### src/rtl/core/dtbp_pkg.sv
// ----------------------------------------------------------------------------
// dtbp_pkg
// Types, codes, coefficient tables and the microcode table shared by the
// dual-tone bandpass peak detector.
// ----------------------------------------------------------------------------
package dtbp_pkg;

  // real coefficients in units of 1e-8, [filter][row]
  localparam longint RealScale = 100000000;

  localparam longint REAL_G [2][4] = '{
    '{201900, 196400, 2280000, 2294000},
    '{303500, 295500, 2263000, 2271000}
  };
  localparam longint REAL_A1 [2][4] = '{
    '{-184602348, -184997046, -185002393, -185937390},
    '{-177495574, -178072480, -177882789, -179257281}
  };
  localparam longint REAL_A2 [2][4] = '{
    '{98747166, 98763379, 99474384, 99490711},
    '{98471132, 98490396, 99358215, 99377646}
  };

  typedef logic [1:0][3:0][31:0] coef_tbl_t;

  typedef enum logic [1:0] {
    COEF_G,
    COEF_A1,
    COEF_A2
  } coef_kind_t;

  // fixed-point table, truncated toward zero, evaluated at elaboration
  function automatic coef_tbl_t coef_table(input coef_kind_t kind, input int shift);
    coef_tbl_t t;
    longint    r;
    t = '0;
    for (int f = 0; f < 2; f++) begin
      for (int row = 0; row < 4; row++) begin
        case (kind)
          COEF_A1: r = REAL_A1[f][row];
          COEF_A2: r = REAL_A2[f][row];
          default: r = REAL_G[f][row];
        endcase
        t[f][row] = 32'((r * (longint'(1) <<< shift)) / RealScale);
      end
    end
    return t;
  endfunction

  // channel items
  typedef struct packed {
    logic [11:0] adc_sample;
  } in_item_t;

  typedef struct packed {
    logic signed [15:0] filtered_low;
    logic signed [15:0] filtered_high;
    logic               low_tone_present;
    logic               high_tone_present;
    logic               window_end;
  } out_item_t;

  typedef struct packed {
    logic [1:0]  index;
    logic [14:0] data;
  } cfg_item_t;

  localparam logic [1:0] CFG_THRESHOLD_LOW  = 2'd0;
  localparam logic [1:0] CFG_THRESHOLD_HIGH = 2'd1;

  localparam logic [14:0] THRESHOLD_RESET = 15'd250;

  // sequencer
  typedef enum logic [1:0] {
    ST_IDLE,
    ST_RUN,
    ST_DONE
  } state_t;

  typedef enum logic [2:0] {
    ACC_HOLD,
    ACC_LOAD_X,
    ACC_ADD_B1,
    ACC_ADD_B2,
    ACC_SUB_PROD
  } acc_op_t;

  typedef enum logic [1:0] {
    MUL_NONE,
    MUL_A1,
    MUL_A2,
    MUL_G
  } mul_op_t;

  typedef enum logic [1:0] {
    JMP_NEXT,
    JMP_SECTION,
    JMP_FILTER
  } jmp_t;

  typedef struct packed {
    acc_op_t acc_op;
    mul_op_t mul_op;
    logic    hist_wr;
    jmp_t    jmp;
  } uc_word_t;

  typedef struct packed {
    acc_op_t acc_op;
    mul_op_t mul_op;
    logic    hist_wr;
    logic    x_load;
  } dp_ctrl_t;

  typedef logic [2:0] step_t;

  localparam step_t STEP_LOAD     = 3'd0;
  localparam step_t STEP_ADD_B1   = 3'd1;
  localparam step_t STEP_ADD_B2   = 3'd2;
  localparam step_t STEP_SUB_A1   = 3'd3;
  localparam step_t STEP_SUB_A2   = 3'd4;
  localparam step_t STEP_MUL_G    = 3'd5;
  localparam step_t STEP_WRITE    = 3'd6;
  localparam step_t STEP_FILT_END = 3'd7;

  // one biquad section per pass through steps load..write
  function automatic uc_word_t ucode(input step_t step);
    uc_word_t w;
    w = '{acc_op: ACC_HOLD, mul_op: MUL_NONE, hist_wr: 1'b0, jmp: JMP_NEXT};
    unique case (step)
      STEP_LOAD: begin
        w.acc_op = ACC_LOAD_X;
        w.mul_op = MUL_A1;
      end
      STEP_ADD_B1: w.acc_op = ACC_ADD_B1;
      STEP_ADD_B2: w.acc_op = ACC_ADD_B2;
      STEP_SUB_A1: begin
        w.acc_op = ACC_SUB_PROD;
        w.mul_op = MUL_A2;
      end
      STEP_SUB_A2: w.acc_op = ACC_SUB_PROD;
      STEP_MUL_G:  w.mul_op = MUL_G;
      STEP_WRITE: begin
        w.hist_wr = 1'b1;
        w.jmp     = JMP_SECTION;
      end
      STEP_FILT_END: w.jmp = JMP_FILTER;
      default: ;
    endcase
    return w;
  endfunction

endpackage

### src/rtl/core/dtbp_biquad_dp.sv
// ----------------------------------------------------------------------------
// dtbp_biquad_dp
// Shared biquad datapath: one accumulator, one multiplier and the per-section
// input and accumulator histories of both filters.
// ----------------------------------------------------------------------------
module dtbp_biquad_dp #(
  parameter int SECTIONS   = 4,
  parameter int COEF_SHIFT = 10
) (
  input  logic                                   clk,
  input  logic                                   rst_n,
  input  dtbp_pkg::dp_ctrl_t                     ctrl,
  input  logic                                   idx_filt,
  input  logic [((SECTIONS > 1) ? $clog2(SECTIONS) : 1)-1:0] idx_sec,
  input  logic [11:0]                            sample,
  output logic signed [15:0]                     y_low16
);

  localparam int SEC_W      = (SECTIONS > 1) ? $clog2(SECTIONS) : 1;
  localparam int HIST_DEPTH = 2 << SEC_W;

  localparam dtbp_pkg::coef_tbl_t G_TBL  =
    dtbp_pkg::coef_table(dtbp_pkg::COEF_G, COEF_SHIFT);
  localparam dtbp_pkg::coef_tbl_t A1_TBL =
    dtbp_pkg::coef_table(dtbp_pkg::COEF_A1, COEF_SHIFT);
  localparam dtbp_pkg::coef_tbl_t A2_TBL =
    dtbp_pkg::coef_table(dtbp_pkg::COEF_A2, COEF_SHIFT);

  localparam logic signed [32:0] Q_BIAS = 33'((longint'(1) <<< COEF_SHIFT) - 1);
  localparam logic signed [63:0] Y_BIAS = 64'((longint'(1) <<< (2 * COEF_SHIFT)) - 1);

  logic signed [31:0] x_r;
  logic signed [31:0] acc_r, acc_nxt;
  logic signed [31:0] prod_r, prod_nxt;
  logic signed [31:0] xh1_r [HIST_DEPTH];
  logic signed [31:0] xh2_r [HIST_DEPTH];
  logic signed [31:0] yh1_r [HIST_DEPTH];
  logic signed [31:0] yh2_r [HIST_DEPTH];

  logic [SEC_W:0]     hidx;
  logic [1:0]         row;
  logic signed [31:0] xh1, xh2, yh1, yh2;
  logic signed [31:0] b1_term, b2_term, x_term;
  logic signed [31:0] mul_a, mul_b;
  logic signed [31:0] mul_full;
  logic signed [63:0] y_wide;
  logic signed [31:0] y_val;

  // signed divide by one unit, truncating toward zero
  function automatic logic signed [31:0] div_one(input logic signed [31:0] v);
    logic signed [32:0] b;
    b = $signed({v[31], v}) + (v[31] ? Q_BIAS : 33'sd0);
    return 32'(b >>> COEF_SHIFT);
  endfunction

  assign hidx = {idx_filt, idx_sec};
  assign row  = 2'(idx_sec);

  assign xh1 = xh1_r[hidx];
  assign xh2 = xh2_r[hidx];
  assign yh1 = yh1_r[hidx];
  assign yh2 = yh2_r[hidx];

  // b1 is +2 units in rows 0 and 1, -2 units in rows 2 and 3
  always_comb begin
    b1_term = xh1 <<< (COEF_SHIFT + 1);
    if (row[1]) begin
      b1_term = -b1_term;
    end
    b2_term = xh2 <<< COEF_SHIFT;
    x_term  = x_r <<< COEF_SHIFT;
  end

  always_comb begin
    case (ctrl.mul_op)
      dtbp_pkg::MUL_A1: begin
        mul_a = $signed(A1_TBL[idx_filt][row]);
        mul_b = div_one(yh1);
      end
      dtbp_pkg::MUL_A2: begin
        mul_a = $signed(A2_TBL[idx_filt][row]);
        mul_b = div_one(yh2);
      end
      default: begin
        mul_a = $signed(G_TBL[idx_filt][row]);
        mul_b = acc_r;
      end
    endcase
  end

  // low 32 bits of the product, wrapped
  assign mul_full = mul_a * mul_b;

  always_comb begin
    prod_nxt = prod_r;
    if (ctrl.mul_op != dtbp_pkg::MUL_NONE) begin
      prod_nxt = mul_full;
    end
  end

  always_comb begin
    case (ctrl.acc_op)
      dtbp_pkg::ACC_LOAD_X:   acc_nxt = x_term;
      dtbp_pkg::ACC_ADD_B1:   acc_nxt = acc_r + b1_term;
      dtbp_pkg::ACC_ADD_B2:   acc_nxt = acc_r + b2_term;
      dtbp_pkg::ACC_SUB_PROD: acc_nxt = acc_r - prod_r;
      default:                acc_nxt = acc_r;
    endcase
  end

  // section output: g*Y divided by the square of one unit, truncating toward zero
  always_comb begin
    y_wide = 64'(prod_r);
    if (prod_r[31]) begin
      y_wide = y_wide + Y_BIAS;
    end
    y_val = 32'(y_wide >>> (2 * COEF_SHIFT));
  end

  always_ff @(posedge clk) begin
    acc_r  <= acc_nxt;
    prod_r <= prod_nxt;
    if (ctrl.x_load) begin
      x_r <= 32'(sample);
    end else if (ctrl.hist_wr) begin
      x_r <= y_val;
    end
  end

  always_ff @(posedge clk) begin
    if (!rst_n) begin
      for (int i = 0; i < HIST_DEPTH; i++) begin
        xh1_r[i] <= '0;
        xh2_r[i] <= '0;
        yh1_r[i] <= '0;
        yh2_r[i] <= '0;
      end
    end else if (ctrl.hist_wr) begin
      xh2_r[hidx] <= xh1;
      xh1_r[hidx] <= x_r;
      yh2_r[hidx] <= yh1;
      yh1_r[hidx] <= acc_r;
    end
  end

  assign y_low16 = x_r[15:0];

endmodule

### config.mk
export PLATFORM = sky130hd
export DESIGN_NAME = dtbp_biquad_dp
export DESIGN_NICKNAME = d
export VERILOG_FILES = /design/src/rtl/core/dtbp_pkg.sv /design/src/rtl/core/dtbp_biquad_dp.sv
export SDC_FILE = /design/constraint.sdc
export NUM_CORES = 2
export LEC_CHECK = 0
export ABC_AREA = 0
export BUFFER_PORTS_ARGS = -buffer_cell sky130_fd_sc_hd__buf_2
export CORE_MARGIN = 2
export CORE_UTILIZATION = 45
export DETAILED_ROUTE_END_ITERATION = 10
export GPL_ROUTABILITY_DRIVEN = 0
export PLACE_DENSITY_LB_ADDON = 0.05
export REMOVE_ABC_BUFFERS = 1
export SLEW_MARGIN = 20
export SYNTH_ARGS = -nofsm -noshare
export SYNTH_HDL_FRONTEND = slang
export SYNTH_SLANG_ARGS = --single-unit
### constraint.sdc
create_clock -name clk -period 15.6 [get_ports clk]
set_input_delay 0.78 -clock clk [delete_from_list [all_inputs] [get_ports clk]]
set_output_delay 0.78 -clock clk [all_outputs]
set_load 0.1 [all_outputs]
==> impl_metrics.tcl <==
set metrics [dict create \
    path_common_cell "fa_1" \
    initial_core_util_pct 45.3 \
    dp.cells 5730 \
    core_area_sq_um 114000 \
    yosysUniqueCellTypes 106 \
    finalSetupTns_ns 0 \
    cts_made_buffers 91 \
    synth_top_area_share_pct 46.3 \
    clkTransAtPathRegs_ns 0.06 \
    slew_headroom_pct 26.6 \
    seq_area_sq_um 23900 \
    drt_iter0_markers 3189 \
    drv_slew 0 \
    clkLatencyLatePin_ns 0.70 \
    reg2reg_depth 38 \
    postCtsSetupBuffers 0 \
    hold_violations 0 \
    area_growth_pct 9.37 \
    cts.sinks 797 \
    startpoint_type "input pin" \
    port-buffer-count 39 \
    cts_tree "yes" \
    synth-seq-cells 797 \
    critPathLaunch "idx_sec[0]" \
    rsz0062_at_grt "no" \
    multi_input_area_sq_um 25400 \
    crit_path_max_fanout 58 \
    wirelength_mm 166 \
    fmax_mhz 76.1 \
    final_nets 4866 \
    setup_violations 0 \
    drive_above_1_share_pct 12.1 \
    r2r-end "prod_r[31]" \
    fp.dieH_microns 343 \
    grtUsageTotal_pct 28.8 \
    grt_pass1_wl_mm 244 \
    clock_tree.root_cell "clkbuf_16" \
    ant_nets 0 \
    yosys_most_used_dff "edfxtp_1" \
    status "finished clean" \
    arrival_ns 13.54 \
    worst_slew_pin_slew_ns 1.07 \
    yosysWarningCount 0 \
    end_kind "register" \
    yosys.area.top_type "edfxtp_1" \
    drtPass1Iterations 7 \
    synth_compound_area_share_pct 5.17 \
    ys_seq_area_share_pct 46.3 \
    cts_buffer_depth 3 \
    ir_drop_v 0.000818 \
    p_leak_nw 22.9 \
    grt_pass1_vias 34700 \
    synth_top_family_by_area "adder cells" \
    synthArstFlopShare_pct 0 \
    gr-total-overflow 0 \
    postSynthAreaPerCell_sq_um 12.0 \
    instances_no_fill 5892 \
    hold_class "input pin to register" \
    finalCriticalPeriod_ns 13.14 \
    critical-path-top-delay-family "adder cells" \
    drcViolationCount 0 \
    cts_max_level 3 \
    post_drt_wl_per_cell_microns 28.1 \
    die_area_sq_um 118000 \
    pre_cts_slack_ns 1.72 \
    die-width_microns 343 \
    cp.depth 38 \
    critPathBufInv 9 \
    crit_path_end "prod_r[31]" \
    crit_required_ns 16.00 \
    io_pins 40 \
    power_density_nw_per_um2 213 \
    synthSimpleGateAreaFrac_pct 14.2 \
    drv_cap 0 \
    cts_hold_buffers 0 \
    worstReg2RegStart "yh1_r[3][2]" \
    finClkSkew_ns 0.0469 \
    synth-edff-count 796 \
    post-route-period-util_pct 84.2 \
    synth-adder-area-share_pct 17.2 \
    synthMuxAreaShare_pct 9.50 \
    synthXorXnorAreaFrac_pct 2.73 \
    placement_rows 124 \
    max_stage_delay_ns 0.78 \
    syn_area_sq_um 51700 \
    dp_hpwl_mm 110 \
    num_vias 34000 \
    cts.repair.resized 0 \
    viasPerCell 5.77 \
    r2r_slack_ns 2.97 \
    hold_ws_ns 0.377 \
    n_fill_cell 10200 \
    min-delay-start "sample[7]" \
    grt_max_degree 81 \
    synth_area_leaders "edfxtp_1 46%, fa_1 12%, mux4_2 7.5%" \
    layout_setup_ws_ns 2.46 \
    criticalPathCategory "input pin to register" \
    synthCells 4299 \
    antenna_found_initial 6 \
    cp_slowest_cell "a21oi_1" \
]
[final cells by class]
cell class	instances	area share, %
Multi-Input combinational cell	2890	44.9
Sequential cell	797	42.3
Clock buffer	117	4.24
Tap cell	1512	3.35
Inverter	383	2.55
Timing Repair Buffer	148	1.88
Clock inverter	44	0.757
Antenna cell	1	0.00443
[per-stage QoR]
| stage | cell area, sq um | util [%] | total power, mW |
|---|---|---|---|
| finish | 56500 | 49.5 | 12.0 |
| global route | 56500 | 49.5 | 13.1 |
| CTS | 56500 | 49.5 | 12.2 |
| detailed placement | 53700 | 47.1 | 10.1 |
| global placement | 53700 | 47.1 | 10.1 |
| floorplan | 50600 | - | 7.95 |
[power breakdown]
| group | switching (mW) | internal, mW | leakage, nW | total [mW] |
|---|---|---|---|---|
| clock | 0.897 | 1.18 | 1.37 | 2.08 |
| sequential | 0.220 | 2.81 | 8.23 | 3.03 |
| combinational | 3.98 | 2.94 | 13.3 | 6.92 |
| total | 5.10 | 6.93 | 22.9 | 12.0 |
[logic make-up (layout without fill, tap and decap cells)]
| family | count (synthesis) | in the layout |
|---|---|---|
| and+or+nand+nor | 1538 | 1538 |
| DFF | 797 | 797 |
| buffers and inverters | 612 | 692 |
| adders and majority gates | 531 | 531 |
| AOI/OAI and AO/OA | 400 | 400 |
| muxes | 263 | 263 |
| xor gates and xnor gates | 158 | 158 |
| other | 0 | 1 |
[synthesized netlist by cell type, types with 22 or more instances]
cell / count
or2_2: 22
a21oi_1: 97
ha_1: 234
nand2b_1: 24
a21o_1: 37
clkbuf_1: 156
mux2i_1: 69
nand2_1: 273
buf_2: 30
nand3_1: 67
inv_1: 375
xor2_1: 46
and2_1: 352
xnor2_1: 110
mux4_2: 171
nor2_1: 642
nor3_1: 37
fa_1: 297
edfxtp_1: 796
and3_1: 31
o21ai_0: 85
[worst min-delay path: stages]
cell     delay, ns
buf_2         0.07
nand2_1       0.04
o21ai_0       0.05
[sequential cells by signal (all words and copies together) (netlist names)]
register and flops:
acc_r 32, yh1_r 256, yh2_r 256, x_r 13
prod_r 32, xh1_r 104, xh2_r 104
[layout by cell type, fill, tap and decap left out, types with 9 or more instances in the layout]
cell type,netlist,layout
o211ai_1,10,10
edfxtp_1,796,796
nor2b_1,12,12
nand2b_1,24,24
nor2_1,642,634
a211oi_1,11,11
o21ai_0,85,85
inv_1,375,375
a22oi_1,13,13
nor3_1,37,37
mux2_2,15,15
o221ai_1,9,9
nor4_1,11,11
o21a_1,12,12
clkinv_1,6,25
o21ai_1,9,9
xnor2_1,110,109
buf_2,30,36
mux4_2,171,171
nand3_1,67,63
and3_1,31,31
ha_1,234,233
nand2_1,273,265
or2_2,22,22
mux2i_1,69,67
a21o_1,37,37
buf_4,9,107
xor2_1,46,46
o21bai_1,10,10
a31oi_1,14,14
fa_1,297,297
clkbuf_1,156,25
clkbuf_16,0,92
or3_1,19,19
a21oi_1,97,97
clkinv_2,0,12
and2_1,352,352
o31ai_1,15,15
nand4_1,9,9
[how the worst min path moves through the flow]
stage	end	slack, ns	cells past startpoint
3_5_place_dp	yh1_r[7][0]	0.72	2
6_report	x_r[7]	0.38	3
2_1_floorplan	yh1_r[0][0]	0.59	2
3_3_place_gp	yh1_r[7][0]	0.71	2
5_1_grt	x_r[11]	0.40	3
4_1_cts	x_r[7]	0.35	3
[layer usage]
layer | up-vias | global-route usage, % | part of all wire, %
li1 | 15000 | - | -
met3 | 201 | 3.46 | 6.4
met4 | 4 | 8.32 | 2.9
met1 | 17600 | 42.4 | 45
met2 | 1185 | 45.2 | 46
met5 | - | 0 | 0.017
(Power assumes the default switching activity.)
